===== config.mk =====
export PLATFORM = sky130hd
export DESIGN_NAME = page_bitmap_allocator
export DESIGN_NICKNAME = d
export VERILOG_FILES = /design/src/design/pba_pkg.sv /design/src/design/pba_map_mem.sv /design/src/design/pba_word_unit.sv /design/src/design/page_bitmap_allocator.sv
export SDC_FILE = /design/constraint.sdc
export NUM_CORES = 2
export LEC_CHECK = 0
export BUFFER_PORTS_ARGS = -buffer_cell sky130_fd_sc_hd__buf_4
export CORE_UTILIZATION = 60
export DETAILED_ROUTE_END_ITERATION = 6
export PLACE_DENSITY = 0.76
export SLEW_MARGIN = 25
export SYNTH_ARGS = -nofsm -noshare
export SYNTH_HDL_FRONTEND = slang
export SYNTH_HIERARCHICAL = 1
export SYNTH_SLANG_ARGS = --single-unit
export TNS_END_PERCENT = 5

===== constraint.sdc =====
create_clock -name clock -period 9.65 [get_ports clock]
set_clock_uncertainty 0.15 [all_clocks]
set_input_delay 0.4825 -clock clock [delete_from_list [all_inputs] [get_ports clock]]
set_output_delay 0.4825 -clock clock [all_outputs]
set_load 0.01 [all_outputs]

===== src/design/pba_pkg.sv =====
// shared types and constants for the page bitmap allocator
package pba_pkg;

   localparam int PAGE_BYTES_DEF = 4096;
   localparam int MAX_PAGES_DEF  = 4096;
   localparam int ADDR_W         = 32;
   localparam int CFG_W          = 13;
   localparam int MAP_BITS       = 32;
   localparam int BIT_W          = 5;

   localparam logic [CFG_W-1:0] TOTAL_RESET = 13'd4096;

   typedef enum logic [1:0] {
      CMD_ALLOC     = 2'd0,
      CMD_FREE      = 2'd1,
      CMD_MARK_USED = 2'd2,
      CMD_MARK_FREE = 2'd3
   } cmd_type;

   typedef enum logic [1:0] {
      ST_IDLE  = 2'd0,
      ST_SETUP = 2'd1,
      ST_SCAN  = 2'd2,
      ST_DONE  = 2'd3
   } state_type;

   typedef enum logic [1:0] {
      MODE_ALLOC = 2'd0,
      MODE_SET   = 2'd1,
      MODE_CLEAR = 2'd2
   } word_mode_type;

   typedef struct packed {
      word_mode_type    mode;
      logic [BIT_W-1:0] lo;
      logic [BIT_W-1:0] hi;
   } word_op_type;

endpackage


===== src/design/pba_map_mem.sv =====
// bitmap word memory with per-word valid bits cleared at reset
module pba_map_mem
   import pba_pkg::*;
#(
   parameter int MAP_WORDS = MAX_PAGES_DEF / MAP_BITS,
   parameter int IDX_W     = 7
) (
   input  logic                clock,
   input  logic                reset,
   input  logic                rd_en,
   input  logic [IDX_W-1:0]    rd_idx,
   output logic [MAP_BITS-1:0] rd_data,
   input  logic                wr_en,
   input  logic [IDX_W-1:0]    wr_idx,
   input  logic [MAP_BITS-1:0] wr_data
);

   logic [MAP_BITS-1:0] map_ff [MAP_WORDS];
   logic [MAP_WORDS-1:0] vld_ff;
   logic [MAP_BITS-1:0] rd_word_ff;
   logic                rd_vld_ff;

   always_ff @(posedge clock) begin
      if (wr_en) begin
         map_ff[wr_idx] <= wr_data;
      end
      if (rd_en) begin
         rd_word_ff <= map_ff[rd_idx];
      end
   end

   always_ff @(posedge clock) begin
      if (reset) begin
         vld_ff    <= '0;
         rd_vld_ff <= 1'b0;
      end else begin
         if (wr_en) begin
            vld_ff[wr_idx] <= 1'b1;
         end
         if (rd_en) begin
            rd_vld_ff <= vld_ff[rd_idx];
         end
      end
   end

   assign rd_data = rd_vld_ff ? rd_word_ff : '0;

endmodule


===== src/design/pba_word_unit.sv =====
// shared word unit: lowest free bit search and range mask update
module pba_word_unit
   import pba_pkg::*;
(
   input  logic [MAP_BITS-1:0] word,
   input  word_op_type         op,
   output logic [MAP_BITS-1:0] new_word,
   output logic                found,
   output logic [BIT_W-1:0]    bit_idx
);

   localparam logic [MAP_BITS-1:0] ONES = '1;

   logic [MAP_BITS-1:0] inv;
   logic [MAP_BITS-1:0] low;
   logic [MAP_BITS-1:0] mask;

   always_comb begin
      inv   = ~word;
      low   = inv & (~inv + {{(MAP_BITS-1){1'b0}}, 1'b1});
      found = |inv;
      mask  = (ONES << op.lo) & (ONES >> (BIT_W'(MAP_BITS - 1) - op.hi));
      bit_idx = '0;
      for (int b = 0; b < MAP_BITS; b++) begin
         if (low[b]) begin
            bit_idx = bit_idx | BIT_W'(b);
         end
      end
      unique case (op.mode)
         MODE_ALLOC: new_word = word | low;
         MODE_SET:   new_word = word | mask;
         MODE_CLEAR: new_word = word & ~mask;
         default:    new_word = word;
      endcase
   end

endmodule


===== src/design/page_bitmap_allocator.sv =====
// page bitmap allocator top level: sequencer, config register and response stage
// allocate scans bitmap words from the first up to the hit or the last word; range and free
// commands walk the bitmap words spanned; empty ranges go from setup straight to done
// one request at a time, set by the single memory read port walking one word per cycle
// the response register lets the next request in while a response waits
// reset clears per-word valid bits at once, so the whole bitmap reads free immediately
module page_bitmap_allocator
   import pba_pkg::*;
#(
   parameter int PAGE_BYTES = PAGE_BYTES_DEF,
   parameter int MAX_PAGES  = MAX_PAGES_DEF
) (
   input  logic              clock,
   input  logic              reset,
   input  logic              req_valid,
   output logic              req_ready,
   input  logic [1:0]        req_cmd,
   input  logic [ADDR_W-1:0] req_address,
   input  logic [ADDR_W-1:0] req_length,
   output logic              rsp_valid,
   input  logic              rsp_ready,
   output logic [ADDR_W-1:0] rsp_alloc_address,
   output logic              rsp_status,
   input  logic              csr_valid,
   output logic              csr_ready,
   input  logic [CFG_W-1:0]  csr_total_blocks
);

   localparam int PAGE_SHIFT = $clog2(PAGE_BYTES);
   localparam int FIRST_W    = ADDR_W - PAGE_SHIFT;
   localparam int MAP_WORDS  = (MAX_PAGES + MAP_BITS - 1) / MAP_BITS;
   localparam int IDX_W      = (MAP_WORDS > 1) ? $clog2(MAP_WORDS) : 1;
   localparam int PAGE_W     = $clog2(MAX_PAGES + 1);

   state_type            state_ff, state_in;
   cmd_type              cmd_ff, cmd_in;
   logic [FIRST_W-1:0]   first_ff, first_in;
   logic [FIRST_W-1:0]   count_ff, count_in;
   logic [CFG_W-1:0]     total_ff;
   logic [IDX_W-1:0]     cursor_ff, cursor_in;
   logic [IDX_W-1:0]     fw_ff, fw_in;
   logic [IDX_W-1:0]     last_ff, last_in;
   logic [BIT_W-1:0]     lo_ff, lo_in;
   logic [BIT_W-1:0]     hi_ff, hi_in;
   logic                 iss_done_ff, iss_done_in;
   logic                 rd_vld_ff, rd_vld_in;
   logic [IDX_W-1:0]     rd_idx_ff, rd_idx_in;
   logic [ADDR_W-1:0]    res_addr_ff, res_addr_in;
   logic                 res_status_ff, res_status_in;
   logic                 rsp_valid_ff, rsp_valid_in;
   logic [ADDR_W-1:0]    rsp_addr_ff, rsp_addr_in;
   logic                 rsp_status_ff, rsp_status_in;

   logic                 accept;
   logic [PAGE_W-1:0]    pages_c;
   logic [PAGE_W-1:0]    words_lim;
   logic [FIRST_W:0]     end_sum;
   logic [PAGE_W-1:0]    end_c;
   logic [PAGE_W-1:0]    first_pg;
   logic [PAGE_W-1:0]    last_pg;
   logic                 range_empty;
   logic                 is_alloc;
   logic                 finish;
   logic                 issue;
   logic                 load_rsp;
   logic [63:0]          addr_wide;

   logic [MAP_BITS-1:0]  rd_data;
   logic [MAP_BITS-1:0]  new_word;
   logic                 found;
   logic [BIT_W-1:0]     bit_idx;
   word_op_type          op;
   logic                 wr_en;

   pba_map_mem #(
      .MAP_WORDS (MAP_WORDS),
      .IDX_W     (IDX_W)
   ) u_map (
      .clock   (clock),
      .reset   (reset),
      .rd_en   (issue),
      .rd_idx  (cursor_ff),
      .rd_data (rd_data),
      .wr_en   (wr_en),
      .wr_idx  (rd_idx_ff),
      .wr_data (new_word)
   );

   pba_word_unit u_word (
      .word     (rd_data),
      .op       (op),
      .new_word (new_word),
      .found    (found),
      .bit_idx  (bit_idx)
   );

   // setup arithmetic
   always_comb begin
      pages_c   = (32'(total_ff) > 32'(MAX_PAGES)) ? PAGE_W'(MAX_PAGES) : PAGE_W'(total_ff);
      words_lim = pages_c >> BIT_W;
      end_sum   = {1'b0, first_ff} + {1'b0, count_ff};
      end_c     = (33'(end_sum) > 33'(MAX_PAGES)) ? PAGE_W'(MAX_PAGES) : PAGE_W'(end_sum);
      first_pg  = PAGE_W'(first_ff);
      last_pg   = end_c - PAGE_W'(1);
      range_empty = (33'(first_ff) >= 33'(MAX_PAGES)) || (count_ff == '0)
                    || (33'(end_sum) <= 33'(first_ff));
   end

   // scan datapath
   always_comb begin
      is_alloc = (cmd_ff == CMD_ALLOC);
      if (is_alloc) begin
         op.mode = MODE_ALLOC;
      end else if (cmd_ff == CMD_MARK_USED) begin
         op.mode = MODE_SET;
      end else begin
         op.mode = MODE_CLEAR;
      end
      op.lo = (rd_idx_ff == fw_ff) ? lo_ff : '0;
      op.hi = (rd_idx_ff == last_ff) ? hi_ff : BIT_W'(MAP_BITS - 1);
      addr_wide = 64'({rd_idx_ff, bit_idx}) << PAGE_SHIFT;
   end

   // next state
   always_comb begin
      state_in = state_ff;
      unique case (state_ff)
         ST_IDLE: begin
            if (req_valid) begin
               state_in = ST_SETUP;
            end
         end
         ST_SETUP: begin
            if (is_alloc ? (words_lim == '0) : range_empty) begin
               state_in = ST_DONE;
            end else begin
               state_in = ST_SCAN;
            end
         end
         ST_SCAN: begin
            if (finish) begin
               state_in = ST_DONE;
            end
         end
         ST_DONE: begin
            if (!rsp_valid_ff || rsp_ready) begin
               state_in = ST_IDLE;
            end
         end
         default: state_in = ST_IDLE;
      endcase
   end

   // sequencer outputs and register updates
   always_comb begin
      req_ready = (state_ff == ST_IDLE);
      accept    = req_valid && req_ready;
      finish    = (state_ff == ST_SCAN) && rd_vld_ff
                  && ((is_alloc && found) || (rd_idx_ff == last_ff));
      issue     = (state_ff == ST_SCAN) && !iss_done_ff && !finish;
      wr_en     = (state_ff == ST_SCAN) && rd_vld_ff && (!is_alloc || found);
      load_rsp  = (state_ff == ST_DONE) && (!rsp_valid_ff || rsp_ready);

      cmd_in        = cmd_ff;
      first_in      = first_ff;
      count_in      = count_ff;
      cursor_in     = cursor_ff;
      fw_in         = fw_ff;
      last_in       = last_ff;
      lo_in         = lo_ff;
      hi_in         = hi_ff;
      iss_done_in   = iss_done_ff;
      rd_vld_in     = issue;
      rd_idx_in     = issue ? cursor_ff : rd_idx_ff;
      res_addr_in   = res_addr_ff;
      res_status_in = res_status_ff;
      rsp_addr_in   = rsp_addr_ff;
      rsp_status_in = rsp_status_ff;
      rsp_valid_in  = rsp_valid_ff && !rsp_ready;

      if (accept) begin
         cmd_in        = cmd_type'(req_cmd);
         first_in      = FIRST_W'(req_address >> PAGE_SHIFT);
         count_in      = (cmd_type'(req_cmd) == CMD_FREE) ? FIRST_W'(1)
                                                          : FIRST_W'(req_length >> PAGE_SHIFT);
         res_addr_in   = '0;
         res_status_in = 1'b0;
      end

      if (state_ff == ST_SETUP) begin
         iss_done_in = 1'b0;
         if (is_alloc) begin
            cursor_in = '0;
            fw_in     = '0;
            last_in   = IDX_W'(words_lim - PAGE_W'(1));
            lo_in     = '0;
            hi_in     = BIT_W'(MAP_BITS - 1);
            if (words_lim == '0) begin
               res_status_in = 1'b1;
            end
         end else begin
            cursor_in = IDX_W'(first_pg >> BIT_W);
            fw_in     = IDX_W'(first_pg >> BIT_W);
            last_in   = IDX_W'(last_pg >> BIT_W);
            lo_in     = first_pg[BIT_W-1:0];
            hi_in     = last_pg[BIT_W-1:0];
         end
      end

      if (issue) begin
         if (cursor_ff == last_ff) begin
            iss_done_in = 1'b1;
         end else begin
            cursor_in = cursor_ff + IDX_W'(1);
         end
      end

      if ((state_ff == ST_SCAN) && rd_vld_ff && is_alloc) begin
         if (found) begin
            res_addr_in = addr_wide[ADDR_W-1:0];
         end else if (rd_idx_ff == last_ff) begin
            res_status_in = 1'b1;
         end
      end

      if (load_rsp) begin
         rsp_valid_in  = 1'b1;
         rsp_addr_in   = res_addr_ff;
         rsp_status_in = res_status_ff;
      end
   end

   always_ff @(posedge clock) begin
      if (reset) begin
         state_ff     <= ST_IDLE;
         total_ff     <= TOTAL_RESET;
         iss_done_ff  <= 1'b0;
         rd_vld_ff    <= 1'b0;
         rsp_valid_ff <= 1'b0;
      end else begin
         state_ff     <= state_in;
         iss_done_ff  <= iss_done_in;
         rd_vld_ff    <= rd_vld_in;
         rsp_valid_ff <= rsp_valid_in;
         if (csr_valid && csr_ready) begin
            total_ff <= csr_total_blocks;
         end
      end
   end

   always_ff @(posedge clock) begin
      cmd_ff        <= cmd_in;
      first_ff      <= first_in;
      count_ff      <= count_in;
      cursor_ff     <= cursor_in;
      fw_ff         <= fw_in;
      last_ff       <= last_in;
      lo_ff         <= lo_in;
      hi_ff         <= hi_in;
      rd_idx_ff     <= rd_idx_in;
      res_addr_ff   <= res_addr_in;
      res_status_ff <= res_status_in;
      rsp_addr_ff   <= rsp_addr_in;
      rsp_status_ff <= rsp_status_in;
   end

   assign csr_ready         = 1'b1;
   assign rsp_valid         = rsp_valid_ff;
   assign rsp_alloc_address = rsp_addr_ff;
   assign rsp_status        = rsp_status_ff;

`ifndef SYNTH
   a_accept_to_setup: assert property (@(posedge clock) disable iff (reset)
      (req_valid && req_ready) |=> (state_ff == ST_SETUP))
      else $error("request accepted but sequencer did not enter setup");

   a_write_in_scan: assert property (@(posedge clock) disable iff (reset)
      wr_en |-> (state_ff == ST_SCAN) && rd_vld_ff)
      else $error("bitmap write outside a scan");

   a_read_in_range: assert property (@(posedge clock) disable iff (reset)
      ((state_ff == ST_SCAN) && rd_vld_ff) |-> (rd_idx_ff <= last_ff) && (rd_idx_ff >= fw_ff))
      else $error("bitmap word read outside the walked range");

   a_fail_zero_addr: assert property (@(posedge clock) disable iff (reset)
      (rsp_valid && rsp_status) |-> (rsp_alloc_address == '0))
      else $error("failed allocate returned a nonzero address");
`endif

endmodule

# Yosys cells after proc, flatten, opt, wreduce, memory -nomap -nowiden

Memory sizes are Yosys's and may differ from the RTL's. A register that Yosys moved wholly into a read port is not among the register bits.
Index checks and enable logic that the tools add are counted.

$add $sub $neg: 6
Order comparisons: 7
Equality and inequality tests: 13
Shift operators: 2
Reduce and logical (&&, ||, !) cells: 31
Muxes and demuxes: 96
Bitwise gates (word level): 9
Div/mod/pow operators: 0
$mul: 0

Operators with widths:

| operator                                                                      | count |
|---|---|
| 128-bit two-way mux                                                           | 2 |
| 32-bit two-way mux                                                            | 5 |
| 128-bit bitwise OR                                                            | 1 |
| 5-bit two-way mux                                                             | 22 |
| 32-bit AND                                                                    | 3 |
| 32-bit inverter                                                               | 3 |
| 32-bit one-hot mux with 3 select lines                                        | 1 |
| 32-bit bitwise OR                                                             | 2 |
| 7-bit two-way mux                                                             | 8 |
| 13-bit two-way mux                                                            | 3 |
| 32-bit by 1-bit adder with 32-bit output (second input constant)              | 1 |
| 4-bit two-way mux                                                             | 8 |
| 32-bit OR reduction                                                           | 1 |
| 32-bit by 5-bit << shifter with 32-bit output (first input constant)          | 1 |
| 32-bit by 5-bit >> shifter with 32-bit output (first input constant)          | 1 |
| 1-bit two-way mux                                                             | 27 |
| 2-bit two-way mux                                                             | 12 |
| 20-bit by 20-bit adder with 21-bit output                                     | 1 |
| 7-bit == test                                                                 | 3 |
| 21-bit by 13-bit > comparator with 1-bit output (second input constant)       | 1 |
| 21-bit by 20-bit <= comparator with 1-bit output                              | 1 |
| 20-bit by 13-bit >= comparator with 1-bit output (second input constant)      | 1 |
| 20-bit logical NOT                                                            | 1 |
| 7-bit by 8-bit less-than comparator with 1-bit output (second input constant) | 2 |
| 21 further kinds                                                              | 53 |

Output and inout bits: 36
Memories kept: 1
Register bits after elaboration: 293
Latch bits: 0
RAM bits: 4096
ROM bits: 0

Memories:

| name         | words | bits a word | read ports | clocked after memory_dff | write ports | line              | source |
|---|---|---|---|---|---|---|---|
| u_map.map_ff | 128   | 32          | 1          | 1                        | 1           | pba_map_mem.sv:18 | `logic [MAP_BITS-1:0] map_ff [MAP_WORDS];` |

# Logic depth before layout (Yosys ltp)

Depth after elaboration: 39
Depth in mapped cells: 20
Gate-level depth less buffers: 17

# Modules after synthesis

The synthesis kept the hierarchy.

By module, submodules not included:

| module                | cells each | times used | seq. area each (um^2) | area each (um^2) |
|---|---|---|---|---|
| pba_map_mem           | 6586       | 1          | 126541.4              | 161813.9 |
| page_bitmap_allocator | 729        | 1          | 4344.2                | 8012.7 |
| pba_word_unit         | 365        | 1          | 0.0                   | 2079.5 |

# Worst setup path before layout

OpenSTA, ideal clock, no wires.

Path type: register to register
Start: reg u_map.rd_vld_ff
End: reg cursor_ff[5]
Arrival: 7314 ps
Clock period less this slack: 7534 ps
Cell stages (with the launch flop): 19
Path slack: 2116 ps
Path buffers: 4
Cell sequence: dfxtp_1 clkbuf_1 and2_1 clkbuf_2 nand3_2 or2_2 clkbuf_1 or4_1 or2_1 or3_1 nand3_1 or2_2 clkbuf_1 nand2_1 a211oi_1 nor2b_1 nor2_1 or3_1 a21oi_1

Cells in the longest elaborated chain, start to end: 9

RTL lines:

| element                  | line                         | source |
|---|---|---|
| start: declaration       | pba_map_mem.sv:21            | `logic rd_vld_ff;` |
| start signal: assignment | pba_map_mem.sv:41            | `rd_vld_ff <= vld_ff[rd_idx];` |
| 32-bit two-way mux       | pba_map_mem.sv:46            | `assign rd_data = rd_vld_ff ? rd_word_ff : '0;` |
| via rd_data[9]           | page_bitmap_allocator.sv:68  | `logic [MAP_BITS-1:0] rd_data;` |
| 32-bit inverter          | pba_word_unit.sv:19          | `inv = ~word;` |
| 32-bit OR reduction      | pba_word_unit.sv:21          | `found = \|inv;` |
| via found                | page_bitmap_allocator.sv:70  | `logic found;` |
| 1-bit logical AND        | page_bitmap_allocator.sv:159 | `&& ((is_alloc && found) \|\| (rd_idx_ff == last_ff));` |
| 1-bit logical OR         | page_bitmap_allocator.sv:159 |  |
| 1-bit logical AND        | page_bitmap_allocator.sv:159 |  |
| 1-bit logical NOT        | page_bitmap_allocator.sv:160 | `issue = (state_ff == ST_SCAN) && !iss_done_ff && !finish;` |
| 1-bit logical AND        | page_bitmap_allocator.sv:160 |  |
| via issue                | page_bitmap_allocator.sv:64  | `logic issue;` |
| 7-bit two-way mux        | page_bitmap_allocator.sv:210 | `if (issue) begin` |
| via cursor_in[5]         | page_bitmap_allocator.sv:40  | `logic [IDX_W-1:0] cursor_ff, cursor_in;` |
| end signal: assignment   | page_bitmap_allocator.sv:255 | `cursor_ff <= cursor_in;` |
| end: declaration         | page_bitmap_allocator.sv:40  |  |

The timed path passes the listed nets, and every way through them passes these cells.
A chain may end at the register's enable or synchronous reset.

# Final worst setup path

Ends and elaborated chain as after synthesis.

==> summary.md <==
| Metric | Value |
|---|---|
| Status | `finished, final reports clean` |
| Max cap viols | `0` |
| HPWL after detailed placement | `232,000 um` |
| Flop pwr share | `40.7%` |
| Hold Path Class | `in -> reg` |
| Via count | `87,400` |
| Period minus WS final | `6.25 ns` |
| PortBufs | `between 90 and 100` |
| Wirelength per Cell | `between 30 and 40 um` |
| Final hold vios | `0` |
| Nets | `8,269` |
| Clk_lat worst skew | `0.96 ns` |
| Final Max Slew Viols | `0` |
| Worst Min Path Start | `req_address[21]` |
| Synth Net Count | `between 7,000 and 8,000` |
| Share of layout cells above drive strength 1 | `29.9%` |
| Static Leakage | `61.0 nW` |
| Initial antenna violation count | `59` |
| Die area | `289,000 um2` |
| DRC violations left | `0` |
| Antenna Nets Post-Route | `0` |
| Share of Yosys cell area claimed by the top area cell type | `74.0%` |
| Number of global-route vias before repair | `88,600` |
| Reg clk slew, reported paths | `0.06 ns` |
| Postcts setup bufs | `0` |
| Comb power frac | `30.2%` |
| Worst EP arrival | `6.98 ns` |
| Mean Syn Cell Area | `22.4 um2` |
| Crit start category | `register` |
| Flop-to-flop setup slack | `3.40 ns` |
| Top Ports | `120` |
| Initial cell density of the core | `60.3%` |
| Ys Warns | `6` |
| Crit-path most repeated cell | `or3_1` |
| Setup violations, final | `0` |
| Global Route Usage Sum | `32.7%` |
| Router iterations before antenna repair | `7` |
| Cells after Synth | `7,680` |
| First-pass GRT wire length | `around 660,000 um` |
| Clk Tree Root Cell | `clkbuf_16` |
| Async set-reset flop share out of synthesis | `0%` |
| CTS tree | `done` |
| Layout Area Growth over Synthesis | `12.5%` |
| Power Density | `292 nW/um2` |
| Final Util | `between 60% and 70%` |
| Slowest CP cell | `dfxtp_1` |
| FF-to-FF path depth | `15` |
| Die H | `537 um` |
| Synth Register Bits | `4,421` |
| Slew Limit Headroom | `21.8%` |
| Final Wtd Congestion | `roughly 0.91` |
| Worst hold slack | `between 0.1 and 0.15 ns` |
| Reg-to-Reg End | `cursor_ff[5]` |
| Post_cts resized | `0` |
| Number of synthesized flops with an enable pin | `~4,200` |
| Remaining Overflow, GRT | `0` |
| Rows | `between 150 and 200` |
| Max incr delay on CP | `0.81 ns` |
| Core Region | `285,000 um2` |
| Data required, critical path | `a little over 10 ns` |
| Post-route cell area | `193,000 um2` |
| DR iter-0 viols | `14,700` |
| CTS H-tree lvls | `5` |
| Hold Path Depth | `2` |
| CTS buffer count | `approximately 420` |
| Setup TNS | `0 ns` |
| Non-filler cells, final | `12,300` |
| Reg-to-reg startpoint | `u_map/rd_vld_ff` |
| Seq/Total Area, Yosys | `~76%` |
| Worst-path maximum fanout | `45` |
| Hold endpoint | `first_ff[9]` |
| Yosys cell types | `89` |
| Placed cell count | `11,400` |
| Place WS | `around 3.5 ns` |
| CTS Sinks | `4,421` |
| Period utilization | `64.8%` |
| Peak supply drop | `0.276 mV` |
| Clock Path Buffers | `4` |
| Setup slack after layout | `3.40 ns` |
| Total Wirelength | `about 470,000 um` |
| Switch share | `31.5%` |
| CP cell instances | `and2_1 -> nand4_2 -> or3_4 -> or4_1 -> or2_1 -> or3_1 -> nand3_1 -> or2_2 -> nand2_1 -> a211oi_4 -> buf_4 -> nor2b_1 -> nor2_1 -> or3_1 -> a21oi_1` |
| Worst Max-Slew Pin Slew | `around 1.2 ns` |
| Largest area contributor in the netlist | `edfxtp_1` |
| Fmax | `~160 MHz` |
| Post-DP Area | `approximately 180,000 um2` |
| Mapped Area | `about 170,000 um2` |
| Top_reg_cell synth | `edfxtp_1` |
| Die X | `537 um` |
| Largest net degree at the start of global routing | `127` |
| Clk pwr share | `29.1%` |
| Crit path capture type | `register` |
| Power Total | `56.4 mW` |
| Via density | `7.12` |
| Synth top cells by count | `edfxtp_1, mux4_2, nor2_1, clkbuf_1, dfxtp_1` |
| RSZ-0062 raised after global routing | `false` |
| Internal power | `38.6 mW` |
| Switching power | `17.7 mW` |
| Top post-synthesis cells by area | `edfxtp_1, mux4_2, dfxtp_1, nor2_1, clkbuf_1` |
| Most common cell in the netlist | `edfxtp_1` |
| Setup CP Type | `reg -> reg` |
layer usage:
| layer | share of wire [%] | vias to the layer above | GRT usage (%) |
|---|---|---|---|
| met5 | 0.085 | - | 0.296 |
| met4 | 4.8 | 30 | 14.2 |
| met3 | 13 | 1268 | 7.71 |
| met2 | 48 | 7099 | 52.0 |
| met1 | 33 | 45700 | 43.9 |
| li1 | - | 33300 | - |
cell type report:
type                       count  area (um2)
inverter                      44         165
timing repair buffer         441        3720
fill                       16200       91600
tap                         3762        4710
antenna                       17        42.5
sequential                  4421      131000
clock inverter               220        2040
clock buffer                 550       11300
multi-input combinational   2810       40400
worst max-delay path by stage:
stage	start	to	slack, ns
2_1_floorplan	u_map/rd_vld_ff	cursor_ff[5]	2.12
3_3_place_gp	u_map/rd_vld_ff	cursor_ff[5]	3.74
3_5_place_dp	u_map/rd_vld_ff	cursor_ff[5]	3.52
4_1_cts	u_map/rd_vld_ff	cursor_ff[5]	3.52
5_1_grt	u_map/rd_vld_ff	cursor_ff[5]	3.07
6_report	u_map/rd_vld_ff	cursor_ff[5]	3.40
sequential cells by signal, indices dropped and copies added, names as in the netlist, 13 cells and up:
signal,flops
count_ff,20
first_ff,20
res_addr_ff,32
rsp_alloc_address,32
total_ff,13
u_map/map_ff,4096
u_map/rd_word_ff,32
u_map/vld_ff,128
critical path, delay by kind of cell, from the launching register on:
kind	cells	cell delay, ns
flip-flops	1	0.81
AO/OA/AOI/OAI	2	0.37
AND/OR/NAND/NOR	12	4.34
buffers and inverters	1	0.50
repair_timing:
action	4_1_cts	5_1_grt
endpoints found under the hold margin	87	0
setup endpoints to repair	0	0
hold buffers	84	0
cell families (layout without fill, tap and decap cells):
| family | count (synthesis) | count (layout) | synth area share, % |
|---|---|---|---|
| other | 1 | 18 | 0.00218 |
| AND/OR/NAND/NOR | 1015 | 1015 | 2.76 |
| multiplexers | 1404 | 1404 | 18.2 |
| adder cells (fa/ha/maj) | 46 | 46 | 0.339 |
| buffers and inverters | 449 | 1255 | 1.18 |
| flip-flops | 4421 | 4421 | 76.1 |
| AO/OA/AOI/OAI | 299 | 299 | 1.17 |
| XOR/XNOR | 45 | 45 | 0.234 |
layout by cell type (no fill, tap or decap), types with 25 or more instances in the layout:
cell type      count
nor2_4           128
xnor2_1           25
bufinv_16         36
clkbuf_16        428
ha_1              45
mux4_2          1375
o21ai_0           68
and2_1            60
nand2_1          157
clkinv_1          75
nand2b_1          50
and3_1            32
buf_4            340
inv_1             44
clkinv_2          81
dfxtp_1          180
dlygate4sd3_1     84
nor2_1           358
a21oi_1           52
mux2i_1           27
nor3_1            30
nand3_1           51
clkbuf_1         106
edfxtp_1        4234
nand4_1           27
power by group through the flow:
stage	Sequential, mW	Combinational (mW)	Clock [mW]
global placement	23.4	15.9	0
CTS	23.0	16.7	16.5
floorplan	23.4	10.6	0
global route	23.0	17.5	17.1
detailed placement	23.4	16.3	0
finish	23.0	17.0	16.4
Note: power is estimated with default switching activity, not from simulation.
